--- config.mk ---
export PLATFORM = sky130hd
export DESIGN_NAME = sha256_message_digest_unit
export DESIGN_NICKNAME = d
export VERILOG_FILES = /design/src/rtl/core/shamd_pkg.sv /design/src/rtl/core/sha256_message_digest_unit.sv
export SDC_FILE = /design/constraint.sdc
export NUM_CORES = 2
export LEC_CHECK = 0
export BUFFER_PORTS_ARGS = -buffer_cell sky130_fd_sc_hd__buf_2
export CAP_MARGIN = 25
export CORE_ASPECT_RATIO = 0.8
export CORE_UTILIZATION = 57
export DETAILED_ROUTE_END_ITERATION = 8
export HOLD_SLACK_MARGIN = 0.08
export PLACE_DENSITY_LB_ADDON = 0.25
export SYNTH_ARGS = -nofsm -noshare
export SYNTH_HDL_FRONTEND = slang
export SYNTH_SLANG_ARGS = --single-unit
--- constraint.sdc ---
create_clock -name i_clk -period 16.8 [get_ports i_clk]
set_input_delay 2.52 -clock i_clk [delete_from_list [all_inputs] [get_ports i_clk]]
set_output_delay 2.52 -clock i_clk [all_outputs]
set_load 0.05 [all_outputs]
--- src/rtl/core/shamd_pkg.sv ---
// Package for the SHA-256 message digest unit: state encoding, round and
// initial hash constants, and the SHA-256 sigma functions.
// No dependencies.
`default_nettype none

package shamd_pkg;

    typedef logic [31:0] t_word;

    typedef enum logic [4:0] {
        S_IDLE  = 5'b00001,
        S_ROUND = 5'b00010,
        S_FOLD  = 5'b00100,
        S_PAD   = 5'b01000,
        S_DONE  = 5'b10000
    } t_state;

    localparam logic [7:0] PAD_MARK    = 8'h80;
    localparam logic [5:0] POS_LEN     = 6'd56;
    localparam logic [5:0] POS_LAST    = 6'd63;
    localparam logic [5:0] ROUND_LAST  = 6'd63;

    localparam t_word K_ROUND [64] = '{
        32'h428a2f98, 32'h71374491, 32'hb5c0fbcf, 32'he9b5dba5,
        32'h3956c25b, 32'h59f111f1, 32'h923f82a4, 32'hab1c5ed5,
        32'hd807aa98, 32'h12835b01, 32'h243185be, 32'h550c7dc3,
        32'h72be5d74, 32'h80deb1fe, 32'h9bdc06a7, 32'hc19bf174,
        32'he49b69c1, 32'hefbe4786, 32'h0fc19dc6, 32'h240ca1cc,
        32'h2de92c6f, 32'h4a7484aa, 32'h5cb0a9dc, 32'h76f988da,
        32'h983e5152, 32'ha831c66d, 32'hb00327c8, 32'hbf597fc7,
        32'hc6e00bf3, 32'hd5a79147, 32'h06ca6351, 32'h14292967,
        32'h27b70a85, 32'h2e1b2138, 32'h4d2c6dfc, 32'h53380d13,
        32'h650a7354, 32'h766a0abb, 32'h81c2c92e, 32'h92722c85,
        32'ha2bfe8a1, 32'ha81a664b, 32'hc24b8b70, 32'hc76c51a3,
        32'hd192e819, 32'hd6990624, 32'hf40e3585, 32'h106aa070,
        32'h19a4c116, 32'h1e376c08, 32'h2748774c, 32'h34b0bcb5,
        32'h391c0cb3, 32'h4ed8aa4a, 32'h5b9cca4f, 32'h682e6ff3,
        32'h748f82ee, 32'h78a5636f, 32'h84c87814, 32'h8cc70208,
        32'h90befffa, 32'ha4506ceb, 32'hbef9a3f7, 32'hc67178f2
    };

    localparam t_word H_INIT [8] = '{
        32'h6a09e667, 32'hbb67ae85, 32'h3c6ef372, 32'ha54ff53a,
        32'h510e527f, 32'h9b05688c, 32'h1f83d9ab, 32'h5be0cd19
    };

    function automatic t_word big_sigma0(input t_word a);
        return {a[1:0], a[31:2]} ^ {a[12:0], a[31:13]} ^ {a[21:0], a[31:22]};
    endfunction

    function automatic t_word big_sigma1(input t_word e);
        return {e[5:0], e[31:6]} ^ {e[10:0], e[31:11]} ^ {e[24:0], e[31:25]};
    endfunction

    function automatic t_word small_sigma0(input t_word x);
        return {x[6:0], x[31:7]} ^ {x[17:0], x[31:18]} ^ {3'b000, x[31:3]};
    endfunction

    function automatic t_word small_sigma1(input t_word x);
        return {x[16:0], x[31:17]} ^ {x[18:0], x[31:19]} ^ {10'b0, x[31:10]};
    endfunction

endpackage

`default_nettype wire

--- src/rtl/core/sha256_message_digest_unit.sv ---
// SHA-256 message digest unit, fed one byte per beat.
// Depends on shamd_pkg (state encoding, round constants, sigma functions).
//
// Usage:
//   Input channel (i_valid / o_stall): each beat carries i_data_byte, a
//   presence flag i_byte_present and an end marker i_end_of_message. A beat
//   with no byte and no end is dropped. A beat with no byte but the end
//   marker closes the message (empty message when nothing came before).
//   Output channel (o_valid / i_stall): one beat per message, the 256-bit
//   digest as four 64-bit words, H0 in the upper half of o_digest_part0.
//   The 64th byte of a block starts the compression: 64 rounds through one
//   shared round unit, one round a cycle, then a fold into the chain value,
//   with o_stall high throughout. At the end marker the padding bytes (0x80,
//   zeros, 64-bit bit length) are fed through the same byte path one a cycle
//   up to the block end, then compressed; a message whose tail leaves fewer
//   than nine free bytes takes an extra padding block. After the last fold
//   the unit enters the done state and loads the digest into the output
//   register as soon as that register is free.
//   Reset (synchronous, active low) restores the initial hash values and
//   clears the byte count. When the receiver stalls, the digest is held in
//   the output register; the unit keeps taking beats of the next message and
//   only waits if a second digest is ready before the first is taken.
`default_nettype none

module sha256_message_digest_unit (
    input  wire logic        i_clk,
    input  wire logic        i_rst_n,
    input  wire logic        i_valid,
    output      logic        o_stall,
    input  wire logic [7:0]  i_data_byte,
    input  wire logic        i_byte_present,
    input  wire logic        i_end_of_message,
    output      logic        o_valid,
    input  wire logic        i_stall,
    output      logic [63:0] o_digest_part0,
    output      logic [63:0] o_digest_part1,
    output      logic [63:0] o_digest_part2,
    output      logic [63:0] o_digest_part3
);

    shamd_pkg::t_state r_state, n_state;

    // Chain value, working variables and the 16-word schedule window.
    // The window is a shift line: bytes and expanded words enter at the top,
    // the oldest word (w[t]) sits at the bottom.
    shamd_pkg::t_word r_chain [8];
    shamd_pkg::t_word r_work  [8];
    shamd_pkg::t_word r_sched [16];
    logic [23:0]      r_word;        // partial word being packed

    logic [63:0] r_byte_count;       // message bytes, wraps at 2^64
    logic [5:0]  r_pos;              // byte offset in the current block
    logic [5:0]  r_round;            // round index
    logic [63:0] r_len;              // bit length, shifted out a byte at a time

    logic r_pad_first;               // next pad byte is the 0x80 marker
    logic r_len_ok;                  // length field goes into this block
    logic r_pad_pending;             // resume padding after the fold
    logic r_final;                   // this block closes the message

    logic        r_out_valid;
    logic [63:0] r_digest [4];

    logic              in_acc, take_msg, byte_take, blk_full, out_free, pad_last;
    logic [7:0]        pad_byte, byte_val;
    shamd_pkg::t_word  t1, t2, new_w, a_v, e_v, w_t;

    assign o_stall = (r_state != shamd_pkg::S_IDLE);
    assign o_valid = r_out_valid;
    assign o_digest_part0 = r_digest[0];
    assign o_digest_part1 = r_digest[1];
    assign o_digest_part2 = r_digest[2];
    assign o_digest_part3 = r_digest[3];

    always_comb begin
        in_acc   = i_valid && (r_state == shamd_pkg::S_IDLE);
        take_msg = in_acc && i_byte_present;
        out_free = !r_out_valid || !i_stall;

        // Pad byte: marker first, then zeros, then the length in the last
        // eight bytes of the closing block.
        if (r_pad_first) begin
            pad_byte = shamd_pkg::PAD_MARK;
        end else if (r_len_ok && (r_pos >= shamd_pkg::POS_LEN)) begin
            pad_byte = r_len[63:56];
        end else begin
            pad_byte = 8'h00;
        end
        // Length fits only if the marker landed before the length field.
        pad_last = !r_pad_first && r_len_ok;

        byte_take = take_msg || (r_state == shamd_pkg::S_PAD);
        byte_val  = (r_state == shamd_pkg::S_PAD) ? pad_byte : i_data_byte;
        blk_full  = byte_take && (r_pos == shamd_pkg::POS_LAST);

        // Shared round unit
        a_v = r_work[0];
        e_v = r_work[4];
        w_t = r_sched[0];
        t1 = r_work[7] + shamd_pkg::big_sigma1(e_v)
           + ((e_v & r_work[5]) ^ (~e_v & r_work[6]))
           + shamd_pkg::K_ROUND[r_round] + w_t;
        t2 = shamd_pkg::big_sigma0(a_v)
           + ((a_v & r_work[1]) ^ (a_v & r_work[2]) ^ (r_work[1] & r_work[2]));
        new_w = shamd_pkg::small_sigma1(r_sched[14]) + r_sched[9]
              + shamd_pkg::small_sigma0(r_sched[1]) + r_sched[0];

        n_state = r_state;
        case (r_state)
            shamd_pkg::S_IDLE: begin
                if (in_acc) begin
                    if (blk_full) begin
                        n_state = shamd_pkg::S_ROUND;
                    end else if (i_end_of_message) begin
                        n_state = shamd_pkg::S_PAD;
                    end
                end
            end
            shamd_pkg::S_ROUND: begin
                if (r_round == shamd_pkg::ROUND_LAST) begin
                    n_state = shamd_pkg::S_FOLD;
                end
            end
            shamd_pkg::S_FOLD: begin
                if (r_final) begin
                    n_state = shamd_pkg::S_DONE;
                end else if (r_pad_pending) begin
                    n_state = shamd_pkg::S_PAD;
                end else begin
                    n_state = shamd_pkg::S_IDLE;
                end
            end
            shamd_pkg::S_PAD: begin
                if (blk_full) begin
                    n_state = shamd_pkg::S_ROUND;
                end
            end
            shamd_pkg::S_DONE: begin
                if (out_free) begin
                    n_state = shamd_pkg::S_IDLE;
                end
            end
            default: n_state = shamd_pkg::S_IDLE;
        endcase
    end

    // Control state
    always_ff @(posedge i_clk) begin
        if (!i_rst_n) begin
            r_state       <= shamd_pkg::S_IDLE;
            r_byte_count  <= '0;
            r_pos         <= '0;
            r_round       <= '0;
            r_pad_first   <= 1'b0;
            r_len_ok      <= 1'b0;
            r_pad_pending <= 1'b0;
            r_final       <= 1'b0;
            r_out_valid   <= 1'b0;
            for (int i = 0; i < 8; i++) begin
                r_chain[i] <= shamd_pkg::H_INIT[i];
            end
        end else begin
            r_state <= n_state;

            if (take_msg) begin
                r_byte_count <= r_byte_count + 64'd1;
            end
            if (byte_take) begin
                r_pos <= r_pos + 6'd1;
            end
            if (r_state == shamd_pkg::S_ROUND) begin
                r_round <= r_round + 6'd1;
            end

            if (in_acc && i_end_of_message) begin
                r_pad_first   <= 1'b1;
                r_pad_pending <= blk_full;
            end

            if (r_state == shamd_pkg::S_PAD) begin
                r_pad_first <= 1'b0;
                if (r_pad_first) begin
                    r_len <= {r_byte_count[60:0], 3'b000};
                end else if (r_len_ok && (r_pos >= shamd_pkg::POS_LEN)) begin
                    r_len <= {r_len[55:0], 8'h00};
                end
                if (blk_full) begin
                    r_final       <= pad_last;
                    r_pad_pending <= !pad_last;
                    r_len_ok      <= 1'b1;   // extra block always ends in length
                end else if (r_pad_first) begin
                    r_len_ok <= (r_pos < shamd_pkg::POS_LEN);
                end
            end

            if (r_state == shamd_pkg::S_FOLD) begin
                r_pad_pending <= 1'b0;
                for (int i = 0; i < 8; i++) begin
                    r_chain[i] <= r_chain[i] + r_work[i];
                end
            end

            if ((r_state == shamd_pkg::S_DONE) && out_free) begin
                r_final      <= 1'b0;
                r_byte_count <= '0;
                r_out_valid  <= 1'b1;
                for (int i = 0; i < 8; i++) begin
                    r_chain[i] <= shamd_pkg::H_INIT[i];
                end
            end else if (!i_stall) begin
                r_out_valid <= 1'b0;
            end
        end
    end

    // Datapath: byte packing, schedule window, working variables, digest
    always_ff @(posedge i_clk) begin
        if (byte_take) begin
            r_word <= {r_word[15:0], byte_val};
            if (r_pos[1:0] == 2'b11) begin
                for (int j = 0; j < 15; j++) begin
                    r_sched[j] <= r_sched[j + 1];
                end
                r_sched[15] <= {r_word, byte_val};
            end
        end else if (r_state == shamd_pkg::S_ROUND) begin
            for (int j = 0; j < 15; j++) begin
                r_sched[j] <= r_sched[j + 1];
            end
            r_sched[15] <= new_w;
        end

        if (blk_full) begin
            for (int i = 0; i < 8; i++) begin
                r_work[i] <= r_chain[i];
            end
        end else if (r_state == shamd_pkg::S_ROUND) begin
            r_work[7] <= r_work[6];
            r_work[6] <= r_work[5];
            r_work[5] <= r_work[4];
            r_work[4] <= r_work[3] + t1;
            r_work[3] <= r_work[2];
            r_work[2] <= r_work[1];
            r_work[1] <= r_work[0];
            r_work[0] <= t1 + t2;
        end

        if ((r_state == shamd_pkg::S_DONE) && out_free) begin
            for (int j = 0; j < 4; j++) begin
                r_digest[j] <= {r_chain[2 * j], r_chain[2 * j + 1]};
            end
        end
    end

    // Checks
    a_round_to_fold: assert property (@(posedge i_clk) disable iff (!i_rst_n)
        (r_state == shamd_pkg::S_ROUND) && (r_round == shamd_pkg::ROUND_LAST)
        |=> (r_state == shamd_pkg::S_FOLD))
        else $error("last round did not lead to the fold");

    a_fold_on_boundary: assert property (@(posedge i_clk) disable iff (!i_rst_n)
        (r_state == shamd_pkg::S_FOLD) |-> (r_pos == 6'd0) && (r_round == 6'd0))
        else $error("fold away from a block boundary");

    a_idle_clean: assert property (@(posedge i_clk) disable iff (!i_rst_n)
        (r_state == shamd_pkg::S_IDLE) |-> !r_final && !r_pad_pending)
        else $error("idle with padding work still pending");

    a_done_emits: assert property (@(posedge i_clk) disable iff (!i_rst_n)
        (r_state == shamd_pkg::S_DONE) && out_free |=> o_valid)
        else $error("digest not presented after completion");

endmodule

`default_nettype wire
==> Flow_metrics.wiki <==
{| class="wikitable"
! Metric !! Value
|-
| Crit path time final || 10.23 ns
|-
| Quantity of I/O buffers inserted on ports || 271
|-
| Pre-Repair DR Iteration Count || 5
|-
| Total number of vias || 55.7k
|-
| Vias in the first global route || slightly above 50k
|-
| Wire length of the first global-routing pass || approximately 350,000 µm
|-
| Data required, critical path || 17.38 ns
|-
| Total Negative Setup Slacks || 0 ns
|-
| Final hold violation count || 0
|-
| Async set-or-reset flop fraction in the synthesized netlist || 0%
|-
| Class of the most critical setup path || register to register
|-
| Total length of routed wires || ~240,000 µm
|-
| Cell chosen for the clock root || sky130_fd_sc_hd__clkbuf_16
|-
| Synthesized area || 77,300 µm²
|-
| Die height || about 330 µm
|-
| Clock-pin slew of the registers on the worst-case setup and hold paths || 0.07 ns
|-
| Total power consumption of the routed design || 0.00779 W
|-
| Simple-gate portion of the synthesized area || a little under an eighth
|-
| Syn nets || 7,462
|-
| Max_cap viols || 0
|-
| Area share of fa/ha/maj cells after synthesis || 11.5%
|-
| Power density normalized to cell area || 91.1 nW/µm²
|-
| Area of placed instances || 80,400 µm²
|-
| Buf/Inv on CP || 7
|-
| Detailed-route wire length per cell || 27.1 µm
|-
| Post-cts hold buffer count || 0
|-
| Skew final || 0.0561 ns
|-
| H-tree levels || 4
|-
| Ports placed on the boundary || around 270
|-
| Cell repeated most along the worst path || sky130_fd_sc_hd__a21o_1
|-
| Run status || finished clean
|-
| Leading area contributor after synthesis || sky130_fd_sc_hd__edfxtp_1
|-
| Number of DRC markers in iteration 0 || 6,956
|-
| Synth Area in Compound Gates || 12.3%
|-
| Mean instance size in the synthesized netlist || between 10 and 15 µm²
|-
| Number of antenna violations at the first check in global routing || 5
|-
| Gates resized, CTS repair || 0
|-
| Flops & latches, synth || 1,448
|-
| Maximum buffer depth of the clock tree || 3
|-
| Number of synthesized flops with an enable pin || 1,237
|-
| Routed via count divided by cell count || 6.22
|-
| Crit-path max cell delay || 0.56 ns
|-
| Growth of design area from synthesis to finish || 10.6%
|-
| Worst setup SP type || register
|-
| Largest voltage drop on the vdd net || 95.9 µV
|-
| Multi-input gate area || 33,700 µm²
|-
| Portion of synthesized cell area occupied by the leading cell type || 48.1%
|-
| Static leakage || approximately 32 nW
|-
| Leading cell types by count after synthesis || 1,237 x sky130_fd_sc_hd__edfxtp_1, 1,038 x sky130_fd_sc_hd__nand2_1, 447 x sky130_fd_sc_hd__a21oi_1
|-
| Sequential cell area || 41,400 µm²
|-
| Proportion of layout cells with a drive suffix above 1 || under 10%
|-
| Critical Path AT || 10.82 ns
|-
| Drc violations || 0
|-
| Worst max-slew margin expressed relative to the limit || 29.9%
|-
| Setup slack at placement || ~6.7 ns
|-
| Number of setup violations in the final report || 0
|-
| Sequential area share after synthesis || 53.5%
|-
| Critical-path top delay cell || sky130_fd_sc_hd__clkinv_1
|-
| Register-to-register setup slack || 6.57 ns
|-
| Number of buffers added for setup after CTS || 0
|-
| Remaining antenna violation count after routing || 0
|-
| Overall die area || 137,000 µm²
|-
| Count of fill cells added during filler insertion || 10.4k
|-
| Multiplexer fraction of the synthesized cell area || 1.47%
|-
| XOR/XNOR Fraction of Synth Area || 6.92%
|-
| TritonCTS clock tree || built
|-
| Max frequency || 97.7 MHz
|-
| Horizontal extent of the die || between 400 and 500 µm
|-
| Dominant combinational cell family by area after synthesis || compound AO/OA/AOI/OAI gates
|-
| Slew at the pin closest to its max-slew limit || between 1 and 1.5 ns
|-
| Element type at the critical path end || register
|-
| Dpl hpwl || 182,000 µm
|-
| Site row count || 120
|-
| Unrepaired setup endpoints after global routing || false
|-
| Final worst path period share || 60.9%
|-
| CTS buffer count || around 140
|-
| Top cells by area, synth || sky130_fd_sc_hd__edfxtp_1 48%, sky130_fd_sc_hd__ha_1 6.4%, sky130_fd_sc_hd__dfxtp_1 5.5%, sky130_fd_sc_hd__fa_1 5.1%, sky130_fd_sc_hd__nand2_1 5.0%
|-
| Number of pins exceeding their max-slew limit in the final report || 0
|-
| RePlAce Congestion || 1.01
|-
| Count leader, synth || sky130_fd_sc_hd__edfxtp_1
|-
| Setup slack after layout || 6.57 ns
|-
| CP top delay family || compound AO/OA/AOI/OAI gates
|-
| Count of yosys warnings during synthesis || 0
|-
| Mapped Cells || between 6k and 7k
|-
| Summed area of non-filler cells in the final layout || 85,400 µm²
|-
| GRT Overall Usage || 35.1%
|-
| Hold/Removal Path Class || register to register
|-
| Initial core utilization || 57.6%
|-
| Clk_lat worst skew || 0.83 ns
|-
| Core Region || 134,000 µm²
|-
| Remaining global-route overflow || 0
|-
| Yosys cell types || 97
|-
| Final net count || about 7.7k
|-
| Maximum number of pins on one net before global-route repair || 185
|-
| Sink count of the clock tree || 1,448
|-
| Primary flip-flop cell chosen by synthesis mapping || sky130_fd_sc_hd__edfxtp_1
|-
| Biggest fanout along the worst timing path || 24
|}
-- report_power, final --
| part | switching, W | leakage [nW] | internal, W |
|---|---|---|---|
| logic | 0.000284 | 17.4 | 0.000114 |
| clock network | 0.00148 | 2.41 | 0.00193 |
| registers | 0.0000384 | 12.5 | 0.00394 |
-- placed cells by master (no fill, tap or decap), types with 53 or more instances in the layout --
master and instances:
sky130_fd_sc_hd__nor3_1 109, sky130_fd_sc_hd__clkbuf_16 143, sky130_fd_sc_hd__ha_1 393, sky130_fd_sc_hd__inv_1 330, sky130_fd_sc_hd__dfxtp_1 206, sky130_fd_sc_hd__nand2_1 1034, sky130_fd_sc_hd__xnor2_1 384, sky130_fd_sc_hd__mux2_2 78
sky130_fd_sc_hd__nand3_1 125, sky130_fd_sc_hd__a21o_1 190, sky130_fd_sc_hd__nand2b_1 66, sky130_fd_sc_hd__and3_1 57, sky130_fd_sc_hd__nor2_1 359, sky130_fd_sc_hd__a21oi_1 447, sky130_fd_sc_hd__edfxtp_1 1237, sky130_fd_sc_hd__buf_2 271
sky130_fd_sc_hd__o21ai_0 403, sky130_fd_sc_hd__xor2_1 224, sky130_fd_sc_hd__a211oi_1 57, sky130_fd_sc_hd__or3_1 53, sky130_fd_sc_hd__fa_1 195
-- cells by family (layout without fill, tap and decap cells) --
family	Yosys count	in the layout
other	0	4
DFF	1448	1448
muxes	100	100
xor gates and xnor gates	609	609
buffers and inverters	609	927
adders and majority gates	592	592
AOI/OAI and AO/OA	1524	1524
and+or+nand+nor	1978	1978
-- flip-flops by register name (all words and copies together) (netlist names) --
name / flops
o_valid: 1
r_word: 24
r_chain: 256
r_pos: 6
r_round: 6
r_digest: 256
r_state: 5
r_pad_pending: 1
r_work: 256
r_len_ok: 1
r_len: 61
r_byte_count: 61
r_final: 1
r_pad_first: 1
r_sched: 512
-- layout make-up --
type | instances | share of cell area [%]
clock buffers | 168 | 4.34
inverters | 337 | 1.49
clock inverters | 97 | 1.53
diodes | 4 | 0.0117
multi-input cells | 4803 | 39.5
flip-flops and latches | 1448 | 48.4
well taps | 1769 | 2.59
repair buffers | 325 | 2.14
-- through the flow --
| step | hold slack (ns) | instances | util, % |
|---|---|---|---|
| after detailed placement | 0.405 | 8680 | 59.9 |
| after floorplan | 0.400 | 6860 | - |
| after CTS | 0.399 | 8945 | 63.6 |
| after global routing | 0.408 | 8947 | 63.6 |
| after global placement | 0.400 | 8680 | 59.9 |
| final | 0.401 | 8951 | 63.7 |
-- routing by layer --
layer	global-route usage, %	vias to the layer above	part of all wire [%]	wire length (µm)
met5	0	-	0.0045	11
met2	49.2	2833	42	102000
met3	8.28	443	11	26700
met1	53.4	27400	44	106000
li1	-	25000	-	-
met4	11.3	2	3.5	8420
-- worst paths after layout --
check | start | to | cells past startpoint
setup / recovery | r_round[1] | r_work[0][30] | 37
hold / removal | r_sched[0][415] | r_sched[0][383] | 0
setup reg to reg | r_round[1] | r_work[0][30] | 37
hold reg to reg | r_sched[0][415] | r_sched[0][383] | 0
Note: power is estimated with default switching activity, not from simulation.
